**config.mk**
```make
export PLATFORM = sky130hd
export DESIGN_NAME = simple16_word_unpacker
export DESIGN_NICKNAME = d
export VERILOG_FILES = /design/src/sv/s16_pkg.sv /design/src/sv/s16_front.sv /design/src/sv/s16_queue.sv /design/src/sv/s16_back.sv /design/src/sv/simple16_word_unpacker.sv
export SDC_FILE = /design/constraint.sdc
export NUM_CORES = 1
export LEC_CHECK = 0
export ABC_AREA = 1
export BUFFER_PORTS_ARGS = -buffer_cell sky130_fd_sc_hd__clkbuf_2
export CAP_MARGIN = 10
export CORE_MARGIN = 5
export CORE_UTILIZATION = 61
export DETAILED_ROUTE_END_ITERATION = 6
export GPL_TIMING_DRIVEN = 0
export MAX_ROUTING_LAYER = met4
export PLACE_DENSITY = 0.8
export SLEW_MARGIN = 20
export SYNTH_ARGS = -nofsm -noshare
export SYNTH_HDL_FRONTEND = slang
export SYNTH_SLANG_ARGS = --single-unit
```
**constraint.sdc**
```tcl
create_clock -name clk -period 4.55 [get_ports clk]
set_input_delay 0.91 -clock clk [delete_from_list [all_inputs] [get_ports clk]]
set_output_delay 0.91 -clock clk [all_outputs]
set_load 0.005 [all_outputs]
```
**src/sv/s16_pkg.sv**
```systemverilog
// shared types and constants of the simple16 word unpacker
// layout selector codes, layout descriptor and the decode table; no dependencies
`default_nettype none

package s16_pkg;

  localparam int WORD_W    = 32;
  localparam int PAYLOAD_W = 28;
  localparam int SEL_W     = 4;
  localparam int FW_W      = 5;   // field width and field count
  localparam int POS_W     = 5;

  typedef enum logic [SEL_W-1:0] {
    SEL_28X1        = 4'd0,
    SEL_7X2_14X1    = 4'd1,
    SEL_7X1_7X2_7X1 = 4'd2,
    SEL_14X1_7X2    = 4'd3,
    SEL_14X2        = 4'd4,
    SEL_1X4_8X3     = 4'd5,
    SEL_1X3_4X4_3X3 = 4'd6,
    SEL_7X4         = 4'd7,
    SEL_4X5_2X4     = 4'd8,
    SEL_2X4_4X5     = 4'd9,
    SEL_3X6_2X5     = 4'd10,
    SEL_2X5_3X6     = 4'd11,
    SEL_4X7         = 4'd12,
    SEL_1X10_2X9    = 4'd13,
    SEL_2X14        = 4'd14,
    SEL_1X28        = 4'd15
  } sel_t;

  typedef struct packed {
    logic [1:0]      ngroups;
    logic [FW_W-1:0] cnt0;
    logic [FW_W-1:0] cnt1;
    logic [FW_W-1:0] cnt2;
    logic [FW_W-1:0] wid0;
    logic [FW_W-1:0] wid1;
    logic [FW_W-1:0] wid2;
  } layout_t;

  typedef struct packed {
    logic [PAYLOAD_W-1:0] payload;
    layout_t              lay;
  } entry_t;

  function automatic layout_t layout_of(input sel_t sel);
    layout_t l;
    unique case (sel)
      SEL_28X1:        l = '{2'd1, 5'd28, 5'd0,  5'd0, 5'd1,  5'd0, 5'd0};
      SEL_7X2_14X1:    l = '{2'd2, 5'd7,  5'd14, 5'd0, 5'd2,  5'd1, 5'd0};
      SEL_7X1_7X2_7X1: l = '{2'd3, 5'd7,  5'd7,  5'd7, 5'd1,  5'd2, 5'd1};
      SEL_14X1_7X2:    l = '{2'd2, 5'd14, 5'd7,  5'd0, 5'd1,  5'd2, 5'd0};
      SEL_14X2:        l = '{2'd1, 5'd14, 5'd0,  5'd0, 5'd2,  5'd0, 5'd0};
      SEL_1X4_8X3:     l = '{2'd2, 5'd1,  5'd8,  5'd0, 5'd4,  5'd3, 5'd0};
      SEL_1X3_4X4_3X3: l = '{2'd3, 5'd1,  5'd4,  5'd3, 5'd3,  5'd4, 5'd3};
      SEL_7X4:         l = '{2'd1, 5'd7,  5'd0,  5'd0, 5'd4,  5'd0, 5'd0};
      SEL_4X5_2X4:     l = '{2'd2, 5'd4,  5'd2,  5'd0, 5'd5,  5'd4, 5'd0};
      SEL_2X4_4X5:     l = '{2'd2, 5'd2,  5'd4,  5'd0, 5'd4,  5'd5, 5'd0};
      SEL_3X6_2X5:     l = '{2'd2, 5'd3,  5'd2,  5'd0, 5'd6,  5'd5, 5'd0};
      SEL_2X5_3X6:     l = '{2'd2, 5'd2,  5'd3,  5'd0, 5'd5,  5'd6, 5'd0};
      SEL_4X7:         l = '{2'd1, 5'd4,  5'd0,  5'd0, 5'd7,  5'd0, 5'd0};
      SEL_1X10_2X9:    l = '{2'd2, 5'd1,  5'd2,  5'd0, 5'd10, 5'd9, 5'd0};
      SEL_2X14:        l = '{2'd1, 5'd2,  5'd0,  5'd0, 5'd14, 5'd0, 5'd0};
      SEL_1X28:        l = '{2'd1, 5'd1,  5'd0,  5'd0, 5'd28, 5'd0, 5'd0};
    endcase
    return l;
  endfunction

endpackage

`default_nettype wire

```
**src/sv/s16_front.sv**
```systemverilog
// front stage: takes a codeword request and decodes its layout selector
// depends on s16_pkg
`default_nettype none

module s16_front (
  input  wire logic                       clk,
  input  wire logic                       rst_n,
  input  wire logic                       in_push,
  output logic                            in_full,
  input  wire logic [s16_pkg::WORD_W-1:0] in_codeword,
  output logic                            q_push,
  input  wire logic                       q_full,
  output s16_pkg::entry_t                 q_entry
);

  logic            valid_r, valid_nxt;
  s16_pkg::entry_t entry_r;
  logic            take;

  assign q_push  = valid_r;
  assign q_entry = entry_r;
  // stage frees up when its entry moves into the queue this cycle
  assign in_full = valid_r && q_full;
  assign take    = in_push && !in_full;

  always_comb begin
    valid_nxt = valid_r;
    if (take) begin
      valid_nxt = 1'b1;
    end else if (valid_r && !q_full) begin
      valid_nxt = 1'b0;
    end
  end

  always_ff @(posedge clk) begin
    if (!rst_n) begin
      valid_r <= 1'b0;
    end else begin
      valid_r <= valid_nxt;
    end
  end

  always_ff @(posedge clk) begin
    if (take) begin
      entry_r.payload <= in_codeword[s16_pkg::PAYLOAD_W-1:0];
      entry_r.lay     <= s16_pkg::layout_of(
        s16_pkg::sel_t'(in_codeword[s16_pkg::WORD_W-1 -: s16_pkg::SEL_W]));
    end
  end

endmodule

`default_nettype wire

```
**src/sv/s16_queue.sv**
```systemverilog
// short queue of decoded codewords between front and back
// depends on s16_pkg
`default_nettype none

module s16_queue #(
  parameter int DEPTH = 2
) (
  input  wire logic            clk,
  input  wire logic            rst_n,
  input  wire logic            push,
  output logic                 full,
  input  wire s16_pkg::entry_t wr_entry,
  input  wire logic            pop,
  output logic                 valid,
  output s16_pkg::entry_t      rd_entry
);

  localparam int PTR_W = $clog2(DEPTH);
  localparam int CNT_W = $clog2(DEPTH + 1);

  s16_pkg::entry_t   mem [DEPTH];
  logic [PTR_W-1:0]  wr_ptr_r, wr_ptr_nxt;
  logic [PTR_W-1:0]  rd_ptr_r, rd_ptr_nxt;
  logic [CNT_W-1:0]  cnt_r, cnt_nxt;
  logic              do_push, do_pop;

  assign full     = (cnt_r == CNT_W'(DEPTH));
  assign valid    = (cnt_r != '0);
  assign rd_entry = mem[rd_ptr_r];
  assign do_push  = push && !full;
  assign do_pop   = pop && valid;

  always_comb begin
    wr_ptr_nxt = wr_ptr_r;
    rd_ptr_nxt = rd_ptr_r;
    cnt_nxt    = cnt_r;
    if (do_push) begin
      wr_ptr_nxt = (wr_ptr_r == PTR_W'(DEPTH - 1)) ? '0 : wr_ptr_r + PTR_W'(1);
    end
    if (do_pop) begin
      rd_ptr_nxt = (rd_ptr_r == PTR_W'(DEPTH - 1)) ? '0 : rd_ptr_r + PTR_W'(1);
    end
    if (do_push && !do_pop) begin
      cnt_nxt = cnt_r + CNT_W'(1);
    end else if (do_pop && !do_push) begin
      cnt_nxt = cnt_r - CNT_W'(1);
    end
  end

  always_ff @(posedge clk) begin
    if (!rst_n) begin
      wr_ptr_r <= '0;
      rd_ptr_r <= '0;
      cnt_r    <= '0;
    end else begin
      wr_ptr_r <= wr_ptr_nxt;
      rd_ptr_r <= rd_ptr_nxt;
      cnt_r    <= cnt_nxt;
    end
  end

  always_ff @(posedge clk) begin
    if (do_push) begin
      mem[wr_ptr_r] <= wr_entry;
    end
  end

endmodule

`default_nettype wire

```
**src/sv/s16_back.sv**
```systemverilog
// back stage: walks the fields of one decoded codeword, one value a cycle while the output register is free
// depends on s16_pkg
`default_nettype none

module s16_back (
  input  wire logic                          clk,
  input  wire logic                          rst_n,
  input  wire logic                          q_valid,
  output logic                               q_pop,
  input  wire s16_pkg::entry_t               q_entry,
  output logic                               out_empty,
  input  wire logic                          out_pop,
  output logic [s16_pkg::PAYLOAD_W-1:0]      out_value,
  output logic [s16_pkg::POS_W-1:0]          out_position,
  output logic                               out_last
);

  logic                            busy_r, busy_nxt;
  logic [s16_pkg::PAYLOAD_W-1:0]   sh_r;
  s16_pkg::layout_t                lay_r;
  logic [1:0]                      grp_r;
  logic [s16_pkg::FW_W-1:0]        k_r;
  logic [s16_pkg::POS_W-1:0]       pos_r;

  logic                            ov_r, ov_nxt;
  logic [s16_pkg::PAYLOAD_W-1:0]   val_r;
  logic [s16_pkg::POS_W-1:0]       opos_r;
  logic                            olast_r;

  logic [s16_pkg::FW_W-1:0]        cnt, wid;
  logic [s16_pkg::FW_W-1:0]        shamt;
  logic [s16_pkg::PAYLOAD_W-1:0]   field;
  logic                            slot_free, step, grp_done, is_last, load;

  always_comb begin
    unique case (grp_r)
      2'd0:    begin cnt = lay_r.cnt0; wid = lay_r.wid0; end
      2'd1:    begin cnt = lay_r.cnt1; wid = lay_r.wid1; end
      2'd2:    begin cnt = lay_r.cnt2; wid = lay_r.wid2; end
      default: begin cnt = '0;         wid = '0;         end
    endcase
  end

  // field sits at the top of the shift register
  assign shamt     = s16_pkg::FW_W'(s16_pkg::PAYLOAD_W) - wid;
  assign field     = sh_r >> shamt;
  assign slot_free = !ov_r || out_pop;
  assign step      = busy_r && slot_free;
  assign grp_done  = (k_r == cnt - s16_pkg::FW_W'(1));
  assign is_last   = grp_done && (grp_r == lay_r.ngroups - 2'd1);
  assign load      = q_valid && (!busy_r || (step && is_last));
  assign q_pop     = load;

  assign out_empty    = !ov_r;
  assign out_value    = val_r;
  assign out_position = opos_r;
  assign out_last     = olast_r;

  always_comb begin
    busy_nxt = busy_r;
    if (load) begin
      busy_nxt = 1'b1;
    end else if (step && is_last) begin
      busy_nxt = 1'b0;
    end
    ov_nxt = ov_r;
    if (step) begin
      ov_nxt = 1'b1;
    end else if (out_pop) begin
      ov_nxt = 1'b0;
    end
  end

  always_ff @(posedge clk) begin
    if (!rst_n) begin
      busy_r <= 1'b0;
      ov_r   <= 1'b0;
      grp_r  <= '0;
      k_r    <= '0;
      pos_r  <= '0;
    end else begin
      busy_r <= busy_nxt;
      ov_r   <= ov_nxt;
      if (load) begin
        grp_r <= '0;
        k_r   <= '0;
        pos_r <= '0;
      end else if (step) begin
        grp_r <= grp_done ? grp_r + 2'd1 : grp_r;
        k_r   <= grp_done ? '0 : k_r + s16_pkg::FW_W'(1);
        pos_r <= pos_r + s16_pkg::POS_W'(1);
      end
    end
  end

  always_ff @(posedge clk) begin
    if (load) begin
      sh_r  <= q_entry.payload;
      lay_r <= q_entry.lay;
    end else if (step) begin
      sh_r  <= sh_r << wid;
    end
    if (step) begin
      val_r   <= field;
      opos_r  <= pos_r;
      olast_r <= is_last;
    end
  end

  a_pos_advance: assert property (@(posedge clk) disable iff (!rst_n)
    step && !is_last |=> busy_r && (pos_r == $past(pos_r) + s16_pkg::POS_W'(1)))
    else $error("field position did not advance within a codeword");

  a_load_clears: assert property (@(posedge clk) disable iff (!rst_n)
    load |=> busy_r && pos_r == '0 && grp_r == 2'd0 && k_r == '0)
    else $error("walk counters not cleared on codeword load");

  a_step_fills: assert property (@(posedge clk) disable iff (!rst_n)
    step |=> ov_r)
    else $error("emitted field did not reach the output register");

  a_hold_result: assert property (@(posedge clk) disable iff (!rst_n)
    ov_r && !out_pop |=> ov_r && $stable(val_r) && $stable(opos_r) && $stable(olast_r))
    else $error("waiting result changed before it was taken");

  a_no_load_mid: assert property (@(posedge clk) disable iff (!rst_n)
    busy_r && !(step && is_last) |-> !load)
    else $error("new codeword loaded while fields remain");

endmodule

`default_nettype wire

```
**src/sv/simple16_word_unpacker.sv**
```systemverilog
// top level of the simple16 word unpacker: front decode, queue, field walker
// depends on s16_pkg, s16_front, s16_queue, s16_back
//
// usage
//   input channel: a 32-bit codeword request is taken on a rising edge with
//   in_push high and in_full low; bits 31..28 pick one of sixteen layouts,
//   bits 27..0 hold the fields, most significant field first
//   result channel: while out_empty is low, out_value / out_position /
//   out_last show the oldest waiting value; it is taken on an edge with
//   out_pop high; out_last marks the final field of a codeword
// path: the first value of a codeword passes the front register, the queue,
//   the field walker and the output register before it shows
// throughput: the field walker emits one value a cycle while results are taken;
//   a codeword has 1 to 28 fields, and when the queue holds the next codeword
//   its walk follows the last field of the previous one without a pause
// stalls: a held result freezes the walker; the queue and front register
//   keep taking requests until they fill, then in_full rises
// reset: synchronous, active low; clears all valid flags and pointers,
//   nothing is left in flight
`default_nettype none

module simple16_word_unpacker #(
  parameter int QUEUE_DEPTH = 2   // decoded codewords between front and back, 2 or more
) (
  input  wire logic                          clk,
  input  wire logic                          rst_n,
  // codeword requests
  input  wire logic                          in_push,
  output logic                               in_full,
  input  wire logic [s16_pkg::WORD_W-1:0]    in_codeword,
  // unpacked values
  output logic                               out_empty,
  input  wire logic                          out_pop,
  output logic [s16_pkg::PAYLOAD_W-1:0]      out_value,
  output logic [s16_pkg::POS_W-1:0]          out_position,
  output logic                               out_last
);

  // front to queue
  logic            fq_push, fq_full;
  s16_pkg::entry_t fq_entry;
  // queue to back
  logic            qb_valid, qb_pop;
  s16_pkg::entry_t qb_entry;

  // register stage that decodes the selector into a layout descriptor
  s16_front u_front (
    .clk         (clk),
    .rst_n       (rst_n),
    .in_push     (in_push),
    .in_full     (in_full),
    .in_codeword (in_codeword),
    .q_push      (fq_push),
    .q_full      (fq_full),
    .q_entry     (fq_entry)
  );

  // decouples request intake from the field walk
  s16_queue #(
    .DEPTH (QUEUE_DEPTH)
  ) u_queue (
    .clk      (clk),
    .rst_n    (rst_n),
    .push     (fq_push),
    .full     (fq_full),
    .wr_entry (fq_entry),
    .pop      (qb_pop),
    .valid    (qb_valid),
    .rd_entry (qb_entry)
  );

  // walks fields one per cycle into the output register while that register is free
  s16_back u_back (
    .clk          (clk),
    .rst_n        (rst_n),
    .q_valid      (qb_valid),
    .q_pop        (qb_pop),
    .q_entry      (qb_entry),
    .out_empty    (out_empty),
    .out_pop      (out_pop),
    .out_value    (out_value),
    .out_position (out_position),
    .out_last     (out_last)
  );

endmodule

`default_nettype wire

```
* Word-level counts from Yosys, hierarchy flattened
Memories as Yosys holds them, arrays and structs flattened. A register that Yosys moved wholly into a read port is not among the register bits.
Cells that the tools add are included.
** Operators by class
- Add/subtract/negate cells :: 10
- Multiply operators :: 0
- Divide/modulo/power cells :: 0
- $lt $le $gt $ge :: 0
- Equal/unequal tests :: 5
- Shift operators :: 2
- Multiplexer cells :: 19
- Bitwise operators :: 1
- Reduce and logical (&&, ||, !) cells :: 27
** Operators with widths (count)
- 28-bit 2-to-1 mux :: 2
- 5-bit case mux with 3 select lines :: 2
- 28-bit by 5-bit left shift with 28-bit output :: 1
- 28-bit by 5-bit >> shifter with 28-bit output :: 1
- 1-bit 2-to-1 mux :: 12
- 2-bit nonzero test :: 6
- 5-bit by 1-bit adder with 5-bit output, second input constant :: 2
- 1-bit logical AND :: 10
- 1-bit zero test :: 6
- 5-bit equality test :: 1
- 5-bit 2-to-1 mux :: 1
- 5-bit by 1-bit subtractor with 5-bit output, second input constant :: 1
- 5-bit subtractor, first input constant :: 1
- 2-bit by 1-bit adder with 2-bit output, second input constant :: 2
- 2-bit equality test, second input constant :: 2
- 2-bit 2-to-1 mux :: 2
- 2-bit by 1-bit subtractor with 2-bit output, second input constant :: 2
- 1-bit adder, second input constant :: 2
- 2-bit by 1-bit equality test with 1-bit output, second input constant :: 1
- 2-bit equality test :: 1
- 2-bit zero test :: 1
- 1-bit logical OR :: 2
- 2-bit AND reduction :: 1
- 2-bit OR reduction :: 1
- 1-bit inverter :: 1
** Word-level totals
- Register bits :: 161
- Bits in latches :: 0
- RAM bits :: 120
- Memory bits (read-only) :: 400
- Logic and storage cells :: 91
- Memories :: 2
** Memories
- (no name shown) :: words 16, bits a word 25, rd ports 1, clocked after memory_dff 1, write ports 0, RTL line s16_pkg.sv:49 : unique case (sel)
- u_queue.mem :: words 2, bits a word 60, rd ports 1, clocked after memory_dff 1, write ports 1, RTL line s16_queue.sv:21 : s16_pkg::entry_t mem [DEPTH];

* Longest topological paths before layout
Gate-level depths: netlist (run 1).
- Depth after elaboration :: 12
- Depth in mapped cells :: 20
- Gate-level depth less buffers :: 18

* By module
A second synthesis (run 1) with hierarchy kept.
** Second synthesis, totals
- Cells, all modules :: 1341
- Area, all modules :: 14153.6 um2
** By module, submodules not included
- s16_back :: instances 1, cells an instance 966, area an instance 7218.2 um2, sequential area each 3103.0 um2
- s16_queue :: instances 1, cells an instance 224, area an instance 4880.9 um2, sequential area each 3703.6 um2
- s16_front :: instances 1, cells an instance 151, area an instance 2054.5 um2, sequential area each 1551.5 um2

* Least setup slack after synthesis (run 1)
Ideal clock, no wire load.
- Path type :: input -> register
- Start :: input port out_pop
- End :: register u_back.sh_r[26] (netlist bit), enable pin
- Arrival time :: 3.274 ns
- Required time :: 4.253 ns
- Slack :: 0.979 ns
- Stages :: 10
- Path buffers :: 1
- Cell sequence :: or2_2 -> nand2_1 -> inv_1 -> nand4_1 -> nand2_2 -> nand2_2 -> buf_6 -> nand2_1 -> o21ai_0 -> inv_1
** On the way
- Longest elaborated chain between the ends :: 6
** RTL lines
- from (decl) :: RTL line simple16_word_unpacker.sv:33 : input wire logic out_pop,
- 1-bit logical OR (*) :: RTL line s16_back.sv:47 : assign slot_free = !ov_r || out_pop;
- 1-bit logical AND (*) :: RTL line s16_back.sv:48 : assign step = busy_r && slot_free;
- 1-bit logical AND :: RTL line s16_back.sv:51 : assign load = q_valid && (!busy_r || (step && is_last));
- 1-bit logical OR :: RTL line s16_back.sv:51
- 1-bit logical AND :: RTL line s16_back.sv:51
- 2-bit nonzero test (no source line) (*)
- to (signal assigned) :: RTL line s16_back.sv:98 : sh_r <= q_entry.payload;
- to (signal assigned) :: RTL line s16_back.sv:101 : sh_r <= sh_r << wid;
- to (decl) :: RTL line s16_back.sv:19 : logic [s16_pkg::PAYLOAD_W-1:0] sh_r;
Every way passes the cells marked *; elsewhere a longest branch is shown, timed or not.
A chain may end at the register's enable or synchronous reset.

* Worst setup path in the final report (run 1)
- Start :: register u_back.grp_r[0]
- End :: register u_back.val_r (netlist bit u_back.out_value[8]), data pin
** On the way
- Longest elaborated chain between the ends :: 4
- Elaborated cells between the ends (all ways) :: 6
** RTL lines
- from (decl) :: RTL line s16_back.sv:21 : logic [1:0] grp_r;
- from (signal assigned) :: RTL line s16_back.sv:89 : grp_r <= grp_done ? grp_r + 2'd1 : grp_r;
- 2-bit equality test, or another cell as far along :: RTL line s16_back.sv:36 : unique case (grp_r)
- 5-bit case mux with 3 select lines (*) :: RTL line s16_back.sv:36
- 5-bit subtractor (*) :: RTL line s16_back.sv:45 : assign shamt = s16_pkg::FW_W'(s16_pkg::PAYLOAD_W) - wid;
- 28-bit by 5-bit >> shifter with 28-bit output (*) :: RTL line s16_back.sv:46 : assign field = sh_r >> shamt;
- via u_back.field, one bit :: RTL line s16_back.sv:32 : logic [s16_pkg::PAYLOAD_W-1:0] field;
- to (signal assigned) :: RTL line s16_back.sv:104 : val_r <= field;
- to (decl) :: RTL line s16_back.sv:26 : logic [s16_pkg::PAYLOAD_W-1:0] val_r;
Mark *: on every way through the listed nets, which the timed path passes. The rest lies on a longest branch.

==> impl_metrics.csv, run 1 <==
group,metric,value,unit
power_and_ir_drop,cellPowerDensity,805.3,nW/um2
cells_and_area,n_fill_cell,1447,
logic_synthesis,synthesis.area,12280,um2
grt,grt_use_total,0.2495,
die,core_area,19650,um2
cells_and_area,finalInstanceArea,13890,um2
sta,period_share,0.8530,
die,ios,72,
cells_and_area,final_cell_mix,"nand2_1, edfxtp_1, nand3_1, o21ai_0, inv_1",
cells_and_area,final_util,0.7065,
die,initial_core_util,0.6246,
worst_hold_path,hold_path_class,"reg -> reg",
logic_synthesis,ys_ff_latch,258,
clocking,cts_htree_levels,1,
grt,grt_pass1_wl,45.91,mm
cells_and_area,drive_above_1_share,0.1478,
logic_synthesis,syn_inst,1207,
route,wl_per_cell,17.84,um
clocking,post_cts_resized,0,
sta,finClkSkew,0.01582,ns
logic_synthesis,async_flop_share,0,
clocking,cts_hold_buffers,0,
grt,grt_pass1_vias,8752,
sta,min_period,3.881,ns
logic_synthesis,synth_fp_nets,1257,
clocking,insertion_delay,0.54,ns
sta,rsz0062_at_grt,"false",
clocking,clk_pin_slew,0.06,ns
die,fp.dieW,151.9,um
place,dpl.hpwl,21.22,mm
cells_and_area,regArea,7547,um2
clocking,cts.path.max_buffers,3,
clocking,postCtsSetupBuffers,0,
place,place_inst,1546,
logic_synthesis,yosysSeqAreaShare,0.6148,
sta,max_freq,0.2576,GHz
worst_setup_path,crit_required,4.82,ns
grt,antenna_found_initial,0,
route,drtIter0Drc,781,
status,status,"completed",
cells_and_area,syn_to_final_growth,13.11,%
worst_setup_path,critical_path.startpoint_type,"register",
worst_setup_path,crit_arrival,4.15,ns
cells_and_area,diodes,0,
place,post-place-ws,0.7882,ns
logic_synthesis,synth_edf_count,238,
clocking,clock-sinks,258,
sta,slew_headroom,0.4965,
place,gp_congestion,0.9773,
die,die_area,23060,um2
sta,worst_pin_slew,0.7553,ns
flow_run,max_cap_viol_count,0,
logic_synthesis,syn_avg_cell_area,10.17,um2
cells_and_area,final_nets,1358,
clocking,root_buffer,"clkbuf_16",
route,first_pass_iters,5,
route,wl,28.39,mm
die,rows,51,
cells_and_area,final_common_cell,"nand2_1",
power_and_ir_drop,p_total,11.18,mW
clocking,cts_tree,"done",
sta,finalSetupViolCount,0,
route,vias_per_cell,5.691,
logic_synthesis,yosys_warnings,0,
cells_and_area,stdcell_count,1591,
route,vias,9054,
worst_setup_path,path_class,"reg -> reg",
clocking,cts_buffers,25,
worst_setup_path,worst-path-max-fanout,10,
power_and_ir_drop,leakagePower,5.502,nW
route,drc_errors,0,
sta,whs,0.4467,ns
power_and_ir_drop,ir_drop,431.1,uV
sta,setup_tns,0,ns
route,drtAntennaViolNets,0,
place,portBuffers,69,
grt,grt_max_degree,39,
die,die_h,151.9,um
sta,final_hold_viol_count,0,
sta,setup_ws,0.6687,ns
logic_synthesis,yosysUniqueCellTypes,46,
worst_setup_path,endpoint_kind,"register",
grt,grt_overflow,0,
place,place_area,13070,um2
logic_synthesis,ys.flop_type,"edfxtp_1",
cells_and_area,multi_input_area,4021,um2
sta,finalMaxSlewViolations,0,
==> cells by family after synthesis <==
| logic type | after synthesis | synth area share |
|---|---|---|
| adder cells (fa/ha/maj) | 14 | 0.01427 |
| multiplexers | 30 | 0.02701 |
| AND/OR/NAND/NOR | 531 | 0.1869 |
| XOR/XNOR | 11 | 0.009377 |
| buffers and inverters | 168 | 0.05911 |
| AO/OA/AOI/OAI | 195 | 0.08857 |
| flip-flops | 258 | 0.6148 |
==> routing by layer <==
layer | vias up | wire length [um] | share of wire | global-route usage
li1 | 4399 | - | - | -
met1 | 4247 | 12520 | 0.44 | 0.3419
met2 | 345 | 13280 | 0.47 | 0.3948
met3 | 63 | 1842 | 0.065 | 0.03465
met4 | 0 | 745 | 0.026 | 0.07363
met5 | - | 0 | 0 | -
==> synthesized netlist by cell type, types with 9 or more instances <==
cell type	count	share of area
nand2_1	264	0.081
edfxtp_1	238	0.58
nand3_1	142	0.058
o21ai_0	111	0.045
inv_1	103	0.031
nor2_1	83	0.025
clkbuf_1	29	0.0089
mux2_2	25	0.023
a21oi_1	24	0.0098
dfxtp_1	20	0.033
o211ai_1	15	0.0092
ha_1	14	0.014
o21ai_1	14	0.0057
or2_2	12	0.0061
buf_2	11	0.0045
o22ai_1	10	0.0051
a31oi_1	9	0.0046
xor2_1	9	0.0064
==> sequential cells by signal, indices dropped and copies added (netlist names), 2 cells and up, named ones only <==
| name | cells |
|---|---|
| u_back.grp_r | 2 |
| u_back.k_r | 5 |
| u_back.lay_r | 23 |
| u_back.out_position | 5 |
| u_back.out_value | 28 |
| u_back.pos_r | 5 |
| u_back.sh_r | 28 |
| u_front.q_entry | 51 |
| u_queue.cnt_r | 2 |
| u_queue.mem | 102 |
==> path summary, 6_finish.rpt <==
check,cells after the start,from,endpoint,slack (ns)
max,15,u_back.grp_r[0]$_SDFFE_PP0P_,u_back.out_value[8]$_DFFE_PP_,0.67
min,0,u_front.q_entry[58]$_DFFE_PP_,u_queue.mem[0][58]$_DFFE_PP_,0.45
min reg2reg,0,u_front.q_entry[58]$_DFFE_PP_,u_queue.mem[0][58]$_DFFE_PP_,0.45
max reg2reg,15,u_back.grp_r[0]$_SDFFE_PP0P_,u_back.out_value[8]$_DFFE_PP_,0.67
==> final cells by class <==
cell class              count  share of cell area
well taps                 265             0.02388
flip-flops and latches    258              0.5435
clock buffers              28             0.04586
plain buffers              59             0.02262
clock inverters            17             0.01280
inverters                 109             0.02965
multi-input cells         781              0.2896
repair buffers             74             0.03208
==> power breakdown <==
group / internal, mW / switching (mW)
combinational: 1.73 / 3.69
clock: 1.19 / 0.853
sequential: 3.48 / 0.248
==> worst max-delay path: stages, from the launching register on <==
cell and delay (ns):
dfxtp_1 0.36, inv_1 0.12, ha_1 0.26, buf_6 0.16
nand2_4 0.07, nand3_4 0.08, nand2_4 0.15, clkbuf_1 0.43
ha_1 0.20, clkbuf_1 0.31, clkinv_1 0.33, clkbuf_1 0.28
o21ai_0 0.35, mux2i_1 0.16, o211ai_1 0.24, o21ai_1 0.10
Power figures use the tool's default switching activity.
==> run 2: changes to the inputs <==
--- a/config.mk
+++ b/config.mk
@@ -9,11 +9,11 @@
 export BUFFER_PORTS_ARGS = -buffer_cell sky130_fd_sc_hd__clkbuf_2
 export CAP_MARGIN = 10
 export CORE_MARGIN = 5
-export CORE_UTILIZATION = 61
+export CORE_UTILIZATION = 55
 export DETAILED_ROUTE_END_ITERATION = 6
 export GPL_TIMING_DRIVEN = 0
 export MAX_ROUTING_LAYER = met4
-export PLACE_DENSITY = 0.8
+export PLACE_DENSITY = 0.76
 export SLEW_MARGIN = 20
 export SYNTH_ARGS = -nofsm -noshare
 export SYNTH_HDL_FRONTEND = slang
==> constraint.sdc (replaced) <==
create_clock -name clk -period 3.2 [get_ports clk]
set_input_delay 0.64 -clock clk [delete_from_list [all_inputs] [get_ports clk]]
set_output_delay 0.64 -clock clk [all_outputs]
set_load 0.005 [all_outputs]
==> impl_metrics.csv, run 2 (same netlist as run 1, synthesis figures left out) <==
group,metric,value,unit
status,status,"completed",
grt,grt_max_degree,39,
sta,final_hold_viol_count,0,
route,wl,30.07,mm
worst_setup_path,path_class,"reg -> reg",
cells_and_area,stdcell_count,1622,
sta,min_period,3.021,ns
clocking,clock-sinks,258,
worst_setup_path,critical_path.startpoint_type,"register",
power_and_ir_drop,cellPowerDensity,1169,nW/um2
clocking,cts_hold_buffers,0,
die,ios,72,
clocking,cts_buffers,26,
route,drc_errors,0,
sta,worst_pin_slew,0.8769,ns
place,gp_congestion,0.9825,
clocking,cts_htree_levels,1,
route,first_pass_iters,5,
die,rows,54,
cells_and_area,diodes,0,
grt,antenna_found_initial,0,
worst_hold_path,hold_path_class,"in -> reg",
cells_and_area,regMostFlops,"u_queue.mem",
die,fp.dieW,159.4,um
sta,max_freq,0.3310,GHz
power_and_ir_drop,ir_drop,614.3,uV
sta,setup_tns,0,ns
grt,grt_pass1_vias,8836,
worst_setup_path,crit_required,3.45,ns
clocking,root_buffer,"clkbuf_16",
die,die_area,25410,um2
worst_setup_path,worst-path-max-fanout,18,
clocking,cts_tree,"done",
place,place_inst,1561,
route,drtAntennaViolNets,0,
sta,finalSetupViolCount,0,
cells_and_area,largest_reg_flops,102,
sta,finalMaxSlewViolations,0,
cells_and_area,final_nets,1372,
route,wl_per_cell,18.54,um
grt,grt_pass1_wl,47.47,mm
cells_and_area,syn_to_final_growth,16.41,%
place,portBuffers,69,
cells_and_area,final_cell_mix,"nand2_1, edfxtp_1, nand3_1, o21ai_0, inv_1",
cells_and_area,n_fill_cell,1726,
sta,finClkSkew,0.01168,ns
clocking,clk_pin_slew,0.07,ns
power_and_ir_drop,leakagePower,5.675,nW
sta,period_share,0.9441,
cells_and_area,regArea,7551,um2
route,vias_per_cell,5.635,
route,drtIter0Drc,753,
cells_and_area,final_common_cell,"nand2_1",
grt,grt_use_total,0.2375,
cells_and_area,multi_input_area,4143,um2
sta,slew_headroom,0.4154,
place,dpl.hpwl,22.13,mm
clocking,insertion_delay,0.54,ns
die,die_h,159.4,um
die,core_area,21890,um2
die,initial_core_util,0.5608,
clocking,cts.path.max_buffers,3,
route,vias,9140,
grt,grt_overflow,0,
worst_setup_path,crit_arrival,3.27,ns
flow_run,max_cap_viol_count,0,
sta,rsz0062_at_grt,"true",
worst_setup_path,endpoint_kind,"register",
cells_and_area,drive_above_1_share,0.1744,
cells_and_area,final_util,0.6528,
## run 2: cell types whose count changed in the layout (fill, tap and decap cells not counted), sizes merged
| cell | before | now |
|---|---|---|
| buf | 35 | 45 |
| bufbuf | 0 | 1 |
| bufinv | 3 | 4 |
| clkbuf | 126 | 131 |
| inv | 111 | 109 |
| nand2 | 273 | 274 |
## run 2: worst paths after layout
path,endpoint,cells after the start,start,slack (ns)
setup / recovery,u_back.sh_r[25]$_DFFE_PP_,15,u_back.grp_r[0]$_SDFFE_PP0P_,0.18
hold / removal,u_front.q_entry[35]$_DFFE_PP_,1,in_codeword[3],0.27
setup reg to reg,u_back.sh_r[25]$_DFFE_PP_,15,u_back.grp_r[0]$_SDFFE_PP0P_,0.18
hold reg to reg,u_queue.mem[0][53]$_DFFE_PP_,0,u_front.q_entry[53]$_DFFE_PP_,0.44
## run 2: repair_timing
action | CTS | global route
setup endpoints to repair | 85 | 110
resized for setup | 14 | 31
pin swaps | 0 | 4
buffers inserted | 0 | 13
cloned | 2 | 0
## run 2: layout make-up
cell class / count / share of cell area
multi-input cells: 782 / 0.2899
clock inverters: 16 / 0.01401
flip-flops and latches: 258 / 0.5284
clock buffers: 32 / 0.04710
well taps: 280 / 0.02451
inverters: 109 / 0.02907
repair buffers: 88 / 0.04325
plain buffers: 57 / 0.02381
## run 2: worst max-delay path, cell delays in order (launching register included)
cell     delay [ns]
dfxtp_1        0.37
inv_2          0.09
ha_4           0.18
buf_8          0.13
buf_4          0.14
nand2_4        0.07
nand3_4        0.09
nand2_4        0.23
buf_1          0.48
nand2_1        0.14
nand3_1        0.13
nand3_1        0.07
o21ai_0        0.21
o21ai_0        0.20
nand2_1        0.10
o21ai_0        0.12
## run 2: metrics by stage
step	hold slack [ns]	cell area (um2)	total power [mW]	setup WS, ns
floorplan	0.4215	12280	10.61	0.01084
global placement	0.4214	12970	12.87	-1.289
detailed placement	0.4316	13120	13.03	-0.6022
CTS	0.2581	14080	16.34	0.01113
global route	0.2648	14290	17.85	-0.01422
finish	0.2725	14290	16.70	0.1789
## run 2: report_power, final
group,internal [mW],total (mW),switching [mW]
clock network,1.83,3.09,1.26
registers,4.94,5.30,0.357
logic,2.81,8.31,5.50
total,9.58,16.7,7.12
## run 2: layer usage
layer | vias to the layer above | global-route usage | part of all wire
met5 | - | - | 0
met4 | 0 | 0.07716 | 0.033
met3 | 76 | 0.03469 | 0.073
met2 | 380 | 0.3736 | 0.47
met1 | 4257 | 0.3221 | 0.42
li1 | 4427 | - | -
